File: src/rtl/sbqc_pkg.sv
package sbqc_pkg;

    // stream geometry
    localparam int SAMPLE_BITS       = 24;
    localparam int FILTERED_CHANNELS = 2;
    localparam int CHAN_W            = 3;
    localparam int CH_IDX_W          = (FILTERED_CHANNELS > 1) ? $clog2(FILTERED_CHANNELS) : 1;

    // arithmetic widths
    localparam int COEF_W  = 25;
    localparam int GAIN_W  = 24;
    localparam int SEC_W   = 36;
    localparam int DLY_W   = 40;
    localparam int PROD_W  = SEC_W + COEF_W;
    localparam int ACC_W   = 42;
    localparam int PB0_W   = PROD_W - 22;
    localparam int PB1_W   = PROD_W - 21;
    localparam int GPROD_W = PROD_W - 20;

    // configuration port
    localparam int APB_AW = 5;
    localparam int APB_DW = 32;

    typedef enum logic [2:0] {
        REG_FIRST_B0    = 3'd0,
        REG_FIRST_A1    = 3'd1,
        REG_FIRST_A2    = 3'd2,
        REG_SECOND_B0   = 3'd3,
        REG_SECOND_A1   = 3'd4,
        REG_SECOND_A2   = 3'd5,
        REG_SECTION_MOD = 3'd6,
        REG_OUTPUT_GAIN = 3'd7
    } t_reg_idx;

    localparam logic [GAIN_W-1:0] GAIN_RESET = 24'h100000;

    localparam logic [1:0] MODE_LOWPASS  = 2'd1;
    localparam logic [1:0] MODE_HIGHPASS = 2'd2;

    typedef struct packed {
        logic [COEF_W-1:0] first_b0;
        logic [COEF_W-1:0] first_a1;
        logic [COEF_W-1:0] first_a2;
        logic [COEF_W-1:0] second_b0;
        logic [COEF_W-1:0] second_a1;
        logic [COEF_W-1:0] second_a2;
        logic [3:0]        section_modes;
        logic [GAIN_W-1:0] output_gain;
    } t_cfg;

    typedef enum logic [3:0] {
        ST_IDLE,
        ST_SEC_CHK,
        ST_MUL_B,
        ST_FORM_Y,
        ST_MUL_A1,
        ST_MUL_A2,
        ST_UPD_D2,
        ST_MUL_G,
        ST_FINAL
    } t_state;

    typedef enum logic [1:0] {
        MSEL_B0,
        MSEL_A1,
        MSEL_A2,
        MSEL_GAIN
    } t_msel;

    typedef struct packed {
        logic  mul_en;
        t_msel mul_sel;
        logic  form_y;
        logic  upd_d1;
        logic  upd_d2;
        logic  next_sec;
        logic  out_load;
    } t_ctrl;

    // round half up of a coefficient product back to sample scale
    function automatic logic signed [PB0_W-1:0] rnd22(input logic signed [PROD_W-1:0] p);
        logic signed [PROD_W-1:0] t;
        t = p + (PROD_W'(1) <<< 21);
        return t[PROD_W-1:22];
    endfunction

    // same product times two, rounded
    function automatic logic signed [PB1_W-1:0] rnd21(input logic signed [PROD_W-1:0] p);
        logic signed [PROD_W-1:0] t;
        t = p + (PROD_W'(1) <<< 20);
        return t[PROD_W-1:21];
    endfunction

    function automatic logic signed [GPROD_W-1:0] rnd20(input logic signed [PROD_W-1:0] p);
        logic signed [PROD_W-1:0] t;
        t = p + (PROD_W'(1) <<< 19);
        return t[PROD_W-1:20];
    endfunction

    function automatic logic signed [SEC_W-1:0] sat_sec(input logic signed [ACC_W-1:0] v);
        logic signed [SEC_W-1:0] r;
        if (v[ACC_W-1:SEC_W-1] == {(ACC_W-SEC_W+1){v[ACC_W-1]}}) begin
            r = v[SEC_W-1:0];
        end else begin
            r = v[ACC_W-1] ? {1'b1, {(SEC_W-1){1'b0}}} : {1'b0, {(SEC_W-1){1'b1}}};
        end
        return r;
    endfunction

    function automatic logic signed [DLY_W-1:0] sat_dly(input logic signed [ACC_W-1:0] v);
        logic signed [DLY_W-1:0] r;
        if (v[ACC_W-1:DLY_W-1] == {(ACC_W-DLY_W+1){v[ACC_W-1]}}) begin
            r = v[DLY_W-1:0];
        end else begin
            r = v[ACC_W-1] ? {1'b1, {(DLY_W-1){1'b0}}} : {1'b0, {(DLY_W-1){1'b1}}};
        end
        return r;
    endfunction

endpackage

File: src/rtl/sbqc_if.sv
interface sbqc_in_if;
    import sbqc_pkg::*;
    logic                   valid;
    logic                   ready;
    logic [SAMPLE_BITS-1:0] sample_in;
    logic [CHAN_W-1:0]      channel;
    logic                   restart;

    modport source (output valid, sample_in, channel, restart, input ready);
    modport sink   (input valid, sample_in, channel, restart, output ready);
endinterface

interface sbqc_out_if;
    import sbqc_pkg::*;
    logic                   valid;
    logic                   ready;
    logic [SAMPLE_BITS-1:0] sample_out;
    logic [CHAN_W-1:0]      channel_out;
    logic                   clipped;

    modport source (output valid, sample_out, channel_out, clipped, input ready);
    modport sink   (input valid, sample_out, channel_out, clipped, output ready);
endinterface

File: src/rtl/stereo_biquad_cascade_filter.sv
// sequence: a filtered sample gets, per active section, the b0 product, y, the a1
//   product, the a2 product with d1 update and the d2 update, then the gain product;
//   other channels go straight to the wait for a free output register. A new sample
//   waits for that load; one shared 36x25 multiplier does up to seven products in turn
// reset (i_rst_n low, synchronous): delay lines cleared, output empty, gain set to unity
module stereo_biquad_cascade_filter
    import sbqc_pkg::*;
(
    input  logic              i_clk,
    input  logic              i_rst_n,
    sbqc_in_if.sink           i_in,
    sbqc_out_if.source        o_out,
    input  logic              psel,
    input  logic              penable,
    input  logic              pwrite,
    input  logic [APB_AW-1:0] paddr,
    input  logic [APB_DW-1:0] pwdata,
    output logic [APB_DW-1:0] prdata,
    output logic              pready
);

    // ---------------------------------------------------------------
    // configuration registers
    // ---------------------------------------------------------------
    t_cfg s_cfg;

    sbqc_regs u_regs (
        .i_clk     (i_clk),
        .i_rst_n   (i_rst_n),
        .i_psel    (psel),
        .i_penable (penable),
        .i_pwrite  (pwrite),
        .i_paddr   (paddr),
        .i_pwdata  (pwdata),
        .o_prdata  (prdata),
        .o_cfg     (s_cfg)
    );

    // no wait states on the config port
    assign pready = 1'b1;

    // ---------------------------------------------------------------
    // sequencer and item registers
    // ---------------------------------------------------------------
    t_state r_state, n_state;
    t_ctrl  s_ctrl;

    logic                    r_sec;      // section in work: 0 first, 1 second
    logic [CHAN_W-1:0]       r_ch;
    logic                    r_filt;     // channel goes through the filter
    logic signed [SEC_W-1:0] r_x;        // section input, then section output y
    logic signed [PB0_W-1:0] r_pb0;
    logic signed [PB1_W-1:0] r_pb1;

    // per-section, per-channel delay lines
    logic signed [DLY_W-1:0] r_d1 [2][FILTERED_CHANNELS];
    logic signed [DLY_W-1:0] r_d2 [2][FILTERED_CHANNELS];

    // output register
    logic                   r_out_valid;
    logic [SAMPLE_BITS-1:0] r_out_sample;
    logic [CHAN_W-1:0]      r_out_ch;
    logic                   r_out_clip;

    logic s_accept;
    logic s_out_free;
    logic s_sec_active;
    logic s_in_filt;
    logic [1:0] s_mode;
    logic [CH_IDX_W-1:0] s_cidx;

    assign i_in.ready = (r_state == ST_IDLE);
    assign s_accept   = i_in.valid && i_in.ready;
    assign s_out_free = !r_out_valid || o_out.ready;
    assign s_in_filt  = ({1'b0, i_in.channel} < (CHAN_W+1)'(FILTERED_CHANNELS));
    assign s_cidx     = r_ch[CH_IDX_W-1:0];

    // mode of the section in work; codes other than lowpass/highpass bypass it
    assign s_mode       = r_sec ? s_cfg.section_modes[3:2] : s_cfg.section_modes[1:0];
    assign s_sec_active = (s_mode == MODE_LOWPASS) || (s_mode == MODE_HIGHPASS);

    // next state
    always_comb begin
        n_state = r_state;
        case (r_state)
            ST_IDLE: begin
                if (s_accept) begin
                    n_state = s_in_filt ? ST_SEC_CHK : ST_FINAL;
                end
            end
            ST_SEC_CHK: begin
                if (s_sec_active) begin
                    n_state = ST_MUL_B;
                end else if (r_sec) begin
                    n_state = ST_MUL_G;
                end
            end
            ST_MUL_B:  n_state = ST_FORM_Y;
            ST_FORM_Y: n_state = ST_MUL_A1;
            ST_MUL_A1: n_state = ST_MUL_A2;
            ST_MUL_A2: n_state = ST_UPD_D2;
            ST_UPD_D2: n_state = r_sec ? ST_MUL_G : ST_SEC_CHK;
            ST_MUL_G:  n_state = ST_FINAL;
            ST_FINAL: begin
                if (s_out_free) begin
                    n_state = ST_IDLE;
                end
            end
            default:   n_state = ST_IDLE;
        endcase
    end

    // control decode
    always_comb begin
        s_ctrl = '0;
        s_ctrl.mul_sel = MSEL_B0;
        case (r_state)
            ST_SEC_CHK: s_ctrl.next_sec = !s_sec_active && !r_sec;
            ST_MUL_B: begin
                s_ctrl.mul_en  = 1'b1;
                s_ctrl.mul_sel = MSEL_B0;
            end
            ST_FORM_Y:  s_ctrl.form_y = 1'b1;
            ST_MUL_A1: begin
                s_ctrl.mul_en  = 1'b1;
                s_ctrl.mul_sel = MSEL_A1;
            end
            ST_MUL_A2: begin
                s_ctrl.mul_en  = 1'b1;
                s_ctrl.mul_sel = MSEL_A2;
                s_ctrl.upd_d1  = 1'b1;
            end
            ST_UPD_D2: begin
                s_ctrl.upd_d2   = 1'b1;
                s_ctrl.next_sec = !r_sec;
            end
            ST_MUL_G: begin
                s_ctrl.mul_en  = 1'b1;
                s_ctrl.mul_sel = MSEL_GAIN;
            end
            ST_FINAL:   s_ctrl.out_load = s_out_free;
            default:    s_ctrl = s_ctrl;
        endcase
    end

    always_ff @(posedge i_clk) begin
        if (!i_rst_n) begin
            r_state <= ST_IDLE;
        end else begin
            r_state <= n_state;
        end
    end

    // ---------------------------------------------------------------
    // shared multiplier: operand a is always the working value r_x
    // ---------------------------------------------------------------
    logic signed [COEF_W-1:0] s_mul_b;
    logic signed [PROD_W-1:0] s_prod;

    always_comb begin
        case (s_ctrl.mul_sel)
            MSEL_B0:   s_mul_b = r_sec ? s_cfg.second_b0 : s_cfg.first_b0;
            MSEL_A1:   s_mul_b = r_sec ? s_cfg.second_a1 : s_cfg.first_a1;
            MSEL_A2:   s_mul_b = r_sec ? s_cfg.second_a2 : s_cfg.first_a2;
            MSEL_GAIN: s_mul_b = {s_cfg.output_gain[GAIN_W-1], s_cfg.output_gain};
            default:   s_mul_b = '0;
        endcase
    end

    sbqc_mul u_mul (
        .i_clk  (i_clk),
        .i_en   (s_ctrl.mul_en),
        .i_a    (r_x),
        .i_b    (s_mul_b),
        .o_prod (s_prod)
    );

    // ---------------------------------------------------------------
    // section arithmetic
    // ---------------------------------------------------------------
    logic signed [PB0_W-1:0] s_pb0;
    logic signed [PB1_W-1:0] s_pb1;
    logic signed [PB0_W-1:0] s_pa;
    logic signed [DLY_W-1:0] s_d1_cur;
    logic signed [DLY_W-1:0] s_d2_cur;
    logic signed [SEC_W-1:0] s_y;
    logic signed [DLY_W-1:0] s_d1_new;
    logic signed [DLY_W-1:0] s_d2_new;
    logic signed [PB1_W-1:0] s_pb1_sgn;

    assign s_d1_cur = r_d1[r_sec][s_cidx];
    assign s_d2_cur = r_d2[r_sec][s_cidx];

    // b1 = +2*b0 for lowpass, -2*b0 for highpass
    assign s_pb0 = rnd22(s_prod);
    assign s_pb1 = rnd21(s_prod);
    assign s_pb1_sgn = (s_mode == MODE_HIGHPASS) ? rnd21(-s_prod) : s_pb1;

    // r(a*y) for the feedback terms
    assign s_pa = rnd22(s_prod);

    // y = sat36(r(b0*x) + d1)
    assign s_y = sat_sec({{(ACC_W-PB0_W){s_pb0[PB0_W-1]}}, s_pb0}
                       + {{(ACC_W-DLY_W){s_d1_cur[DLY_W-1]}}, s_d1_cur});

    // d1' = sat40(r(b1*x) - r(a1*y) + d2)
    assign s_d1_new = sat_dly({{(ACC_W-PB1_W){r_pb1[PB1_W-1]}}, r_pb1}
                            - {{(ACC_W-PB0_W){s_pa[PB0_W-1]}}, s_pa}
                            + {{(ACC_W-DLY_W){s_d2_cur[DLY_W-1]}}, s_d2_cur});

    // d2' = sat40(r(b0*x) - r(a2*y))
    assign s_d2_new = sat_dly({{(ACC_W-PB0_W){r_pb0[PB0_W-1]}}, r_pb0}
                            - {{(ACC_W-PB0_W){s_pa[PB0_W-1]}}, s_pa});

    always_ff @(posedge i_clk) begin
        if (s_accept) begin
            r_x    <= {{(SEC_W-SAMPLE_BITS){i_in.sample_in[SAMPLE_BITS-1]}}, i_in.sample_in};
            r_ch   <= i_in.channel;
            r_filt <= s_in_filt;
        end else if (s_ctrl.form_y) begin
            r_x   <= s_y;
            r_pb0 <= s_pb0;
            r_pb1 <= s_pb1_sgn;
        end
    end

    always_ff @(posedge i_clk) begin
        if (!i_rst_n) begin
            r_sec <= 1'b0;
        end else if (s_accept) begin
            r_sec <= 1'b0;
        end else if (s_ctrl.next_sec) begin
            r_sec <= 1'b1;
        end
    end

    // delay lines: cleared on reset and on a restart transaction
    always_ff @(posedge i_clk) begin
        if (!i_rst_n || (s_accept && i_in.restart)) begin
            for (int s = 0; s < 2; s++) begin
                for (int c = 0; c < FILTERED_CHANNELS; c++) begin
                    r_d1[s][c] <= '0;
                    r_d2[s][c] <= '0;
                end
            end
        end else begin
            if (s_ctrl.upd_d1) begin
                r_d1[r_sec][s_cidx] <= s_d1_new;
            end
            if (s_ctrl.upd_d2) begin
                r_d2[r_sec][s_cidx] <= s_d2_new;
            end
        end
    end

    // ---------------------------------------------------------------
    // output gain, rounding, saturation
    // ---------------------------------------------------------------
    logic signed [GPROD_W-1:0]     s_g;
    logic signed [SAMPLE_BITS-1:0] s_final;
    logic                          s_clip;

    assign s_g = rnd20(s_prod);

    always_comb begin
        s_clip  = 1'b0;
        s_final = r_x[SAMPLE_BITS-1:0];
        if (r_filt) begin
            if (s_g[GPROD_W-1:SAMPLE_BITS-1] == {(GPROD_W-SAMPLE_BITS+1){s_g[GPROD_W-1]}}) begin
                s_final = s_g[SAMPLE_BITS-1:0];
            end else begin
                s_clip  = 1'b1;
                s_final = s_g[GPROD_W-1] ? {1'b1, {(SAMPLE_BITS-1){1'b0}}}
                                         : {1'b0, {(SAMPLE_BITS-1){1'b1}}};
            end
        end
    end

    always_ff @(posedge i_clk) begin
        if (!i_rst_n) begin
            r_out_valid <= 1'b0;
        end else if (s_ctrl.out_load) begin
            r_out_valid <= 1'b1;
        end else if (o_out.ready) begin
            r_out_valid <= 1'b0;
        end
    end

    always_ff @(posedge i_clk) begin
        if (s_ctrl.out_load) begin
            r_out_sample <= s_final;
            r_out_ch     <= r_ch;
            r_out_clip   <= s_clip;
        end
    end

    assign o_out.valid       = r_out_valid;
    assign o_out.sample_out  = r_out_sample;
    assign o_out.channel_out = r_out_ch;
    assign o_out.clipped     = r_out_clip;

endmodule

File: src/rtl/sbqc_mul.sv
module sbqc_mul
    import sbqc_pkg::*;
(
    input  logic                     i_clk,
    input  logic                     i_en,
    input  logic signed [SEC_W-1:0]  i_a,
    input  logic signed [COEF_W-1:0] i_b,
    output logic signed [PROD_W-1:0] o_prod
);

    logic signed [PROD_W-1:0] r_prod;

    always_ff @(posedge i_clk) begin
        if (i_en) begin
            r_prod <= PROD_W'(i_a) * PROD_W'(i_b);
        end
    end

    assign o_prod = r_prod;

endmodule

File: src/rtl/sbqc_regs.sv
module sbqc_regs
    import sbqc_pkg::*;
(
    input  logic              i_clk,
    input  logic              i_rst_n,
    input  logic              i_psel,
    input  logic              i_penable,
    input  logic              i_pwrite,
    input  logic [APB_AW-1:0] i_paddr,
    input  logic [APB_DW-1:0] i_pwdata,
    output logic [APB_DW-1:0] o_prdata,
    output t_cfg              o_cfg
);

    t_cfg     r_cfg;
    t_reg_idx s_idx;
    logic     s_wr;

    assign s_idx = t_reg_idx'(i_paddr[APB_AW-1:2]);
    assign s_wr  = i_psel && i_penable && i_pwrite;

    always_ff @(posedge i_clk) begin
        if (!i_rst_n) begin
            r_cfg             <= '0;
            r_cfg.output_gain <= GAIN_RESET;
        end else if (s_wr) begin
            case (s_idx)
                REG_FIRST_B0:    r_cfg.first_b0      <= i_pwdata[COEF_W-1:0];
                REG_FIRST_A1:    r_cfg.first_a1      <= i_pwdata[COEF_W-1:0];
                REG_FIRST_A2:    r_cfg.first_a2      <= i_pwdata[COEF_W-1:0];
                REG_SECOND_B0:   r_cfg.second_b0     <= i_pwdata[COEF_W-1:0];
                REG_SECOND_A1:   r_cfg.second_a1     <= i_pwdata[COEF_W-1:0];
                REG_SECOND_A2:   r_cfg.second_a2     <= i_pwdata[COEF_W-1:0];
                REG_SECTION_MOD: r_cfg.section_modes <= i_pwdata[3:0];
                REG_OUTPUT_GAIN: r_cfg.output_gain   <= i_pwdata[GAIN_W-1:0];
                default:         r_cfg               <= r_cfg;
            endcase
        end
    end

    always_comb begin
        case (s_idx)
            REG_FIRST_B0:    o_prdata = APB_DW'(r_cfg.first_b0);
            REG_FIRST_A1:    o_prdata = APB_DW'(r_cfg.first_a1);
            REG_FIRST_A2:    o_prdata = APB_DW'(r_cfg.first_a2);
            REG_SECOND_B0:   o_prdata = APB_DW'(r_cfg.second_b0);
            REG_SECOND_A1:   o_prdata = APB_DW'(r_cfg.second_a1);
            REG_SECOND_A2:   o_prdata = APB_DW'(r_cfg.second_a2);
            REG_SECTION_MOD: o_prdata = APB_DW'(r_cfg.section_modes);
            REG_OUTPUT_GAIN: o_prdata = APB_DW'(r_cfg.output_gain);
            default:         o_prdata = '0;
        endcase
    end

    assign o_cfg = r_cfg;

endmodule

File: src/flat_wrapper.sv
// flat-port wrapper written by rule: the top's interface ports become plain ports
module stereo_biquad_cascade_filter_flat import sbqc_pkg::*;
  (i_clk, i_rst_n, psel, penable, pwrite, paddr, pwdata, prdata, pready, i_in_valid, i_in_sample_in, i_in_channel, i_in_restart, i_in_ready, o_out_valid, o_out_sample_out, o_out_channel_out, o_out_clipped, o_out_ready);
  sbqc_in_if i_in_i ();
  sbqc_out_if o_out_i ();
  input  logic i_clk;
  input  logic i_rst_n;
  input  logic psel;
  input  logic penable;
  input  logic pwrite;
  input  logic [APB_AW-1:0] paddr;
  input  logic [APB_DW-1:0] pwdata;
  output logic [APB_DW-1:0] prdata;
  output logic pready;
  input wire logic [$bits(i_in_i.valid)-1:0] i_in_valid;
  input wire logic [$bits(i_in_i.sample_in)-1:0] i_in_sample_in;
  input wire logic [$bits(i_in_i.channel)-1:0] i_in_channel;
  input wire logic [$bits(i_in_i.restart)-1:0] i_in_restart;
  output wire logic [$bits(i_in_i.ready)-1:0] i_in_ready;
  output wire logic [$bits(o_out_i.valid)-1:0] o_out_valid;
  output wire logic [$bits(o_out_i.sample_out)-1:0] o_out_sample_out;
  output wire logic [$bits(o_out_i.channel_out)-1:0] o_out_channel_out;
  output wire logic [$bits(o_out_i.clipped)-1:0] o_out_clipped;
  input wire logic [$bits(o_out_i.ready)-1:0] o_out_ready;
  assign i_in_i.valid = i_in_valid;
  assign i_in_i.sample_in = i_in_sample_in;
  assign i_in_i.channel = i_in_channel;
  assign i_in_i.restart = i_in_restart;
  assign i_in_ready = i_in_i.ready;
  assign o_out_valid = o_out_i.valid;
  assign o_out_sample_out = o_out_i.sample_out;
  assign o_out_channel_out = o_out_i.channel_out;
  assign o_out_clipped = o_out_i.clipped;
  assign o_out_i.ready = o_out_ready;
  stereo_biquad_cascade_filter u_core (.i_clk(i_clk), .i_rst_n(i_rst_n), .i_in(i_in_i), .o_out(o_out_i), .psel(psel), .penable(penable), .pwrite(pwrite), .paddr(paddr), .pwdata(pwdata), .prdata(prdata), .pready(pready));
endmodule
File: config.mk
export PLATFORM = sky130hd
export DESIGN_NAME = stereo_biquad_cascade_filter_flat
export DESIGN_NICKNAME = d
export VERILOG_FILES = /design/src/rtl/sbqc_pkg.sv /design/src/rtl/sbqc_if.sv /design/src/rtl/stereo_biquad_cascade_filter.sv /design/src/rtl/sbqc_mul.sv /design/src/rtl/sbqc_regs.sv /design/src/flat_wrapper.sv
export SDC_FILE = /design/constraint.sdc
export NUM_CORES = 2
export LEC_CHECK = 0
export BUFFER_PORTS_ARGS = -buffer_cell sky130_fd_sc_hd__buf_2
export CELL_PAD_IN_SITES_DETAIL_PLACEMENT = 0
export CELL_PAD_IN_SITES_GLOBAL_PLACEMENT = 2
export CORE_ASPECT_RATIO = 1.25
export CORE_MARGIN = 4
export CORE_UTILIZATION = 43
export DETAILED_ROUTE_END_ITERATION = 8
export PLACE_DENSITY_LB_ADDON = 0.05
export SLEW_MARGIN = 20
export SYNTH_ARGS = -nofsm -noshare
export SYNTH_HDL_FRONTEND = slang
export SYNTH_SLANG_ARGS = --single-unit
File: constraint.sdc
create_clock -name i_clk -period 13.4 [get_ports i_clk]
set_input_delay 1.34 -clock i_clk [delete_from_list [all_inputs] [get_ports i_clk]]
set_output_delay 1.34 -clock i_clk [all_outputs]
set_load 0.05 [all_outputs]
==> impl_results.md <==
- Register area: 19,600 um2
- # IOs: 135
- Status: completed
- FFs w/ async S/R, synth: 0%
- Syn Inst Count: 7,476
- Share of cells above drive strength 1: under 10%
- CTS root buf: clkbuf_16
- Initial DRC count: around 3,700
- Internal power: 5.77 mW
- Crit path DAT: 11,820 ps
- Slew HR: 17.8%
- Crit end category: flip-flop
- Clock buffer count from CTS: 81
- Routability cong.: 0.968
- Total Power: 10.5 mW
- Wire length per cell: roughly 26 um
- Longest Clk Path Bufs: 3
- Sw frac: 45.2%
- First-pass DRT Iterations: 6
- Most used cell, CP: fa_1
- Cell area after synthesis: 72,100 um2
- Commonest non-fill, non-tap cell in the layout: nand2_1
- Mapped Avg Cell Area: 9.64 um2
- Comb pwr share: a little over half
- Synth Warn #: 0
- Post-CTS setup buffer count: 0
- Total grt overflow: 0
- Row count: 167
- Final setup vio count: 0
- Die Wd: 374 um
- Most frequent cells in the layout: nand2_1, inv_1, fa_1, nor2_1, edfxtp_1
- DRC errors left: 0
- Die Y: roughly 470 um
- P_sw: 4.77 mW
- Vias: 54,236
- Max Fclk: between 80 and 90 MHz
- Fillers: ~16,000
- IO Port Bufs: ~120
- CTS sink cnt: approximately 710
- Hold_buf cts: 0
- Routed Antenna Nets: 0
- Max Slew Vio Count: 0
- Register bit count reported by yosys: ~710
- Antenna violations before repair: 21
- Hold Violations, Final: 0
- EDFF count, synth: 528
- Final WL: 254,000 um
- Critical-path maximum fanout: 26
- Final nets: 8,720
- Pin count of the biggest net entering global routing: 76
- Crit share post-route: 85.0%
- Clock power frac: 21.1%
- Total of max-cap violations: 0
- Leakage power: 34.9 nW
- Slowest stage cell, crit path: a21oi_4
- Sequential area share after synthesis: 27.1%
- Gr usage total: 29.2%
- CP Data Required Time: approximately 14,000 ps
- Worst Hold Class: flip-flop to flip-flop
- Maximum single-stage delay on the critical path: 820 ps
- First-pass GRT wire length: 377,000 um
- Worst-margin pin slew: 1220 ps
- Clock slew seen by the registers of the worst setup and hold paths: about 60 ps
- Layout Utilization: between 40% and 50%
- Worst-Skew Late Latency: 710 ps
- Area Overhead vs Synth: 8.07%
- DP Wirelength: 190,000 um
- Vias in the first global route: 57,541
- DR vias/cell: 5.61
- Multi-input logic area: around 48,000 um2
- PD cells: 135 nW/um2
- CTS tree: done
- RSZ-0062 raised after global routing: no
- Top FF cell, synth: edfxtp_1
- Clock Skew: 38.8 ps
- Area of the core: 166,000 um2
- Crit Path Class: flip-flop to flip-flop
- IR drop worst, VDD: 0.0000943 V
- Resize count post-CTS: 0
- H-tree depth: 3
- Setup TNS: 0 ps
- Yosys cell types: 84
- Initial Utilization: between 40 and 50%
- Sequential group share of total power: around a quarter
- Min Tclk post-route: 11,390 ps
- Startpoint Class: flip-flop
- Full die area: 174,000 um2
-- metal layers --
layer  global-route usage, %  wire length, um  vias up
li1                        -                -    24344
met1                    36.5           103000    27836
met2                    50.5           124000     1607
met3                    4.16            13500      441
met4                    12.5            13100        8
met5                       0               53        -
-- through the flow --
step	instance area (um2)	hold WS [ps]	std cells	worst slack, ps
after floorplan	72100	400	7482	4010
after global placement	75300	408	9516	2240
after detailed placement	75300	411	9516	2170
after CTS	77900	409	9657	2140
after global routing	77900	431	9659	1530
final	77900	422	9664	2010
-- critical path: cells and delay by family (launching register included) --
kind	cells	cell delay (ps)
compound gates	9	3530
fa+ha+maj	8	3780
flops	1	570
xor+xnor	1	120
simple gates	8	2060
buf+inv	5	1020
-- state kept, by name, indices dropped and copies added, names as in the netlist, 3 cells and up, named ones only --
register,flops
u_core.u_regs.o_cfg,178
u_core.r_pb1,40
u_core.r_ch,3
u_core.o_out.sample_out,24
u_core.r_x,36
u_core.r_d2,160
u_core.u_mul.o_prod,61
u_core.r_pb0,39
u_core.o_out.channel_out,3
u_core.r_d1,160
u_core.r_state,4
-- final cells by class --
cell class,instances,area share (%)
Inverter,943,4.54
Timing Repair Buffer,258,2.12
Multi-Input combinational cell,5405,61.4
Tap cell,2197,3.53
Antenna cell,7,0.0225
Clock buffer,100,2.73
Sequential cell,713,25.1
Clock inverter,41,0.594
-- power by group through the flow --
stage          clock network (mW)  registers [mW]  logic (mW)
5_1_grt                      2.36            2.80        6.06
3_3_place_gp                    0            2.82        5.47
4_1_cts                      2.27            2.79        5.53
3_5_place_dp                    0            2.83        5.50
6_report                     2.23            2.79        5.52
2_1_floorplan                   0            2.81        3.56
-- cell families after synthesis --
group           synth area share [%]
fa+ha+maj                       31.1
flops                           27.1
buf+inv                         7.25
mux                             3.74
simple gates                    15.9
compound gates                  10.9
xor+xnor                        3.87
other cells                   0.0104
-- path summary, 6_finish.rpt --
kind | startpoint | to | slack [ps] | cells past startpoint
hold / removal | u_core.r_ch[1] | u_core.o_out.channel_out[1] | 420 | 0
hold reg to reg | u_core.r_ch[1] | u_core.o_out.channel_out[1] | 420 | 0
setup / recovery | u_core.r_state[2] | u_core.u_mul.o_prod[55] | 2010 | 31
setup reg to reg | u_core.r_state[2] | u_core.u_mul.o_prod[55] | 2010 | 31
-- synth_stat cells (16+ instances only) --
cell type | instances | area share [%]
nand2_1 | 1042 | 5.4
inv_1 | 941 | 4.9
fa_1 | 915 | 25
nor2_1 | 566 | 2.9
edfxtp_1 | 528 | 22
and2_1 | 456 | 4.0
clkbuf_1 | 337 | 1.8
ha_1 | 331 | 5.7
a21oi_1 | 294 | 2.0
dfxtp_1 | 185 | 5.1
a21boi_0 | 180 | 1.9
xnor2_1 | 177 | 2.2
o21ai_0 | 163 | 1.1
a21o_1 | 149 | 1.6
xor2_1 | 142 | 1.7
mux2i_1 | 83 | 1.2
mux4_2 | 81 | 2.5
nand3_1 | 74 | 0.51
nor2b_1 | 63 | 0.55
nand4_1 | 57 | 0.49
nor3_1 | 50 | 0.35
a211oi_1 | 47 | 0.49
buf_2 | 47 | 0.33
a31oi_1 | 44 | 0.38
and3_1 | 40 | 0.35
nand2b_1 | 36 | 0.31
or3_1 | 36 | 0.31
a22oi_1 | 31 | 0.32
o211ai_1 | 28 | 0.29
a221oi_1 | 27 | 0.33
buf_1 | 24 | 0.12
o21a_1 | 24 | 0.25
o21bai_1 | 23 | 0.24
or2_2 | 23 | 0.20
o22ai_1 | 19 | 0.16
o31ai_1 | 17 | 0.18
nor4_1 | 16 | 0.14
(Power assumes the default switching activity.)
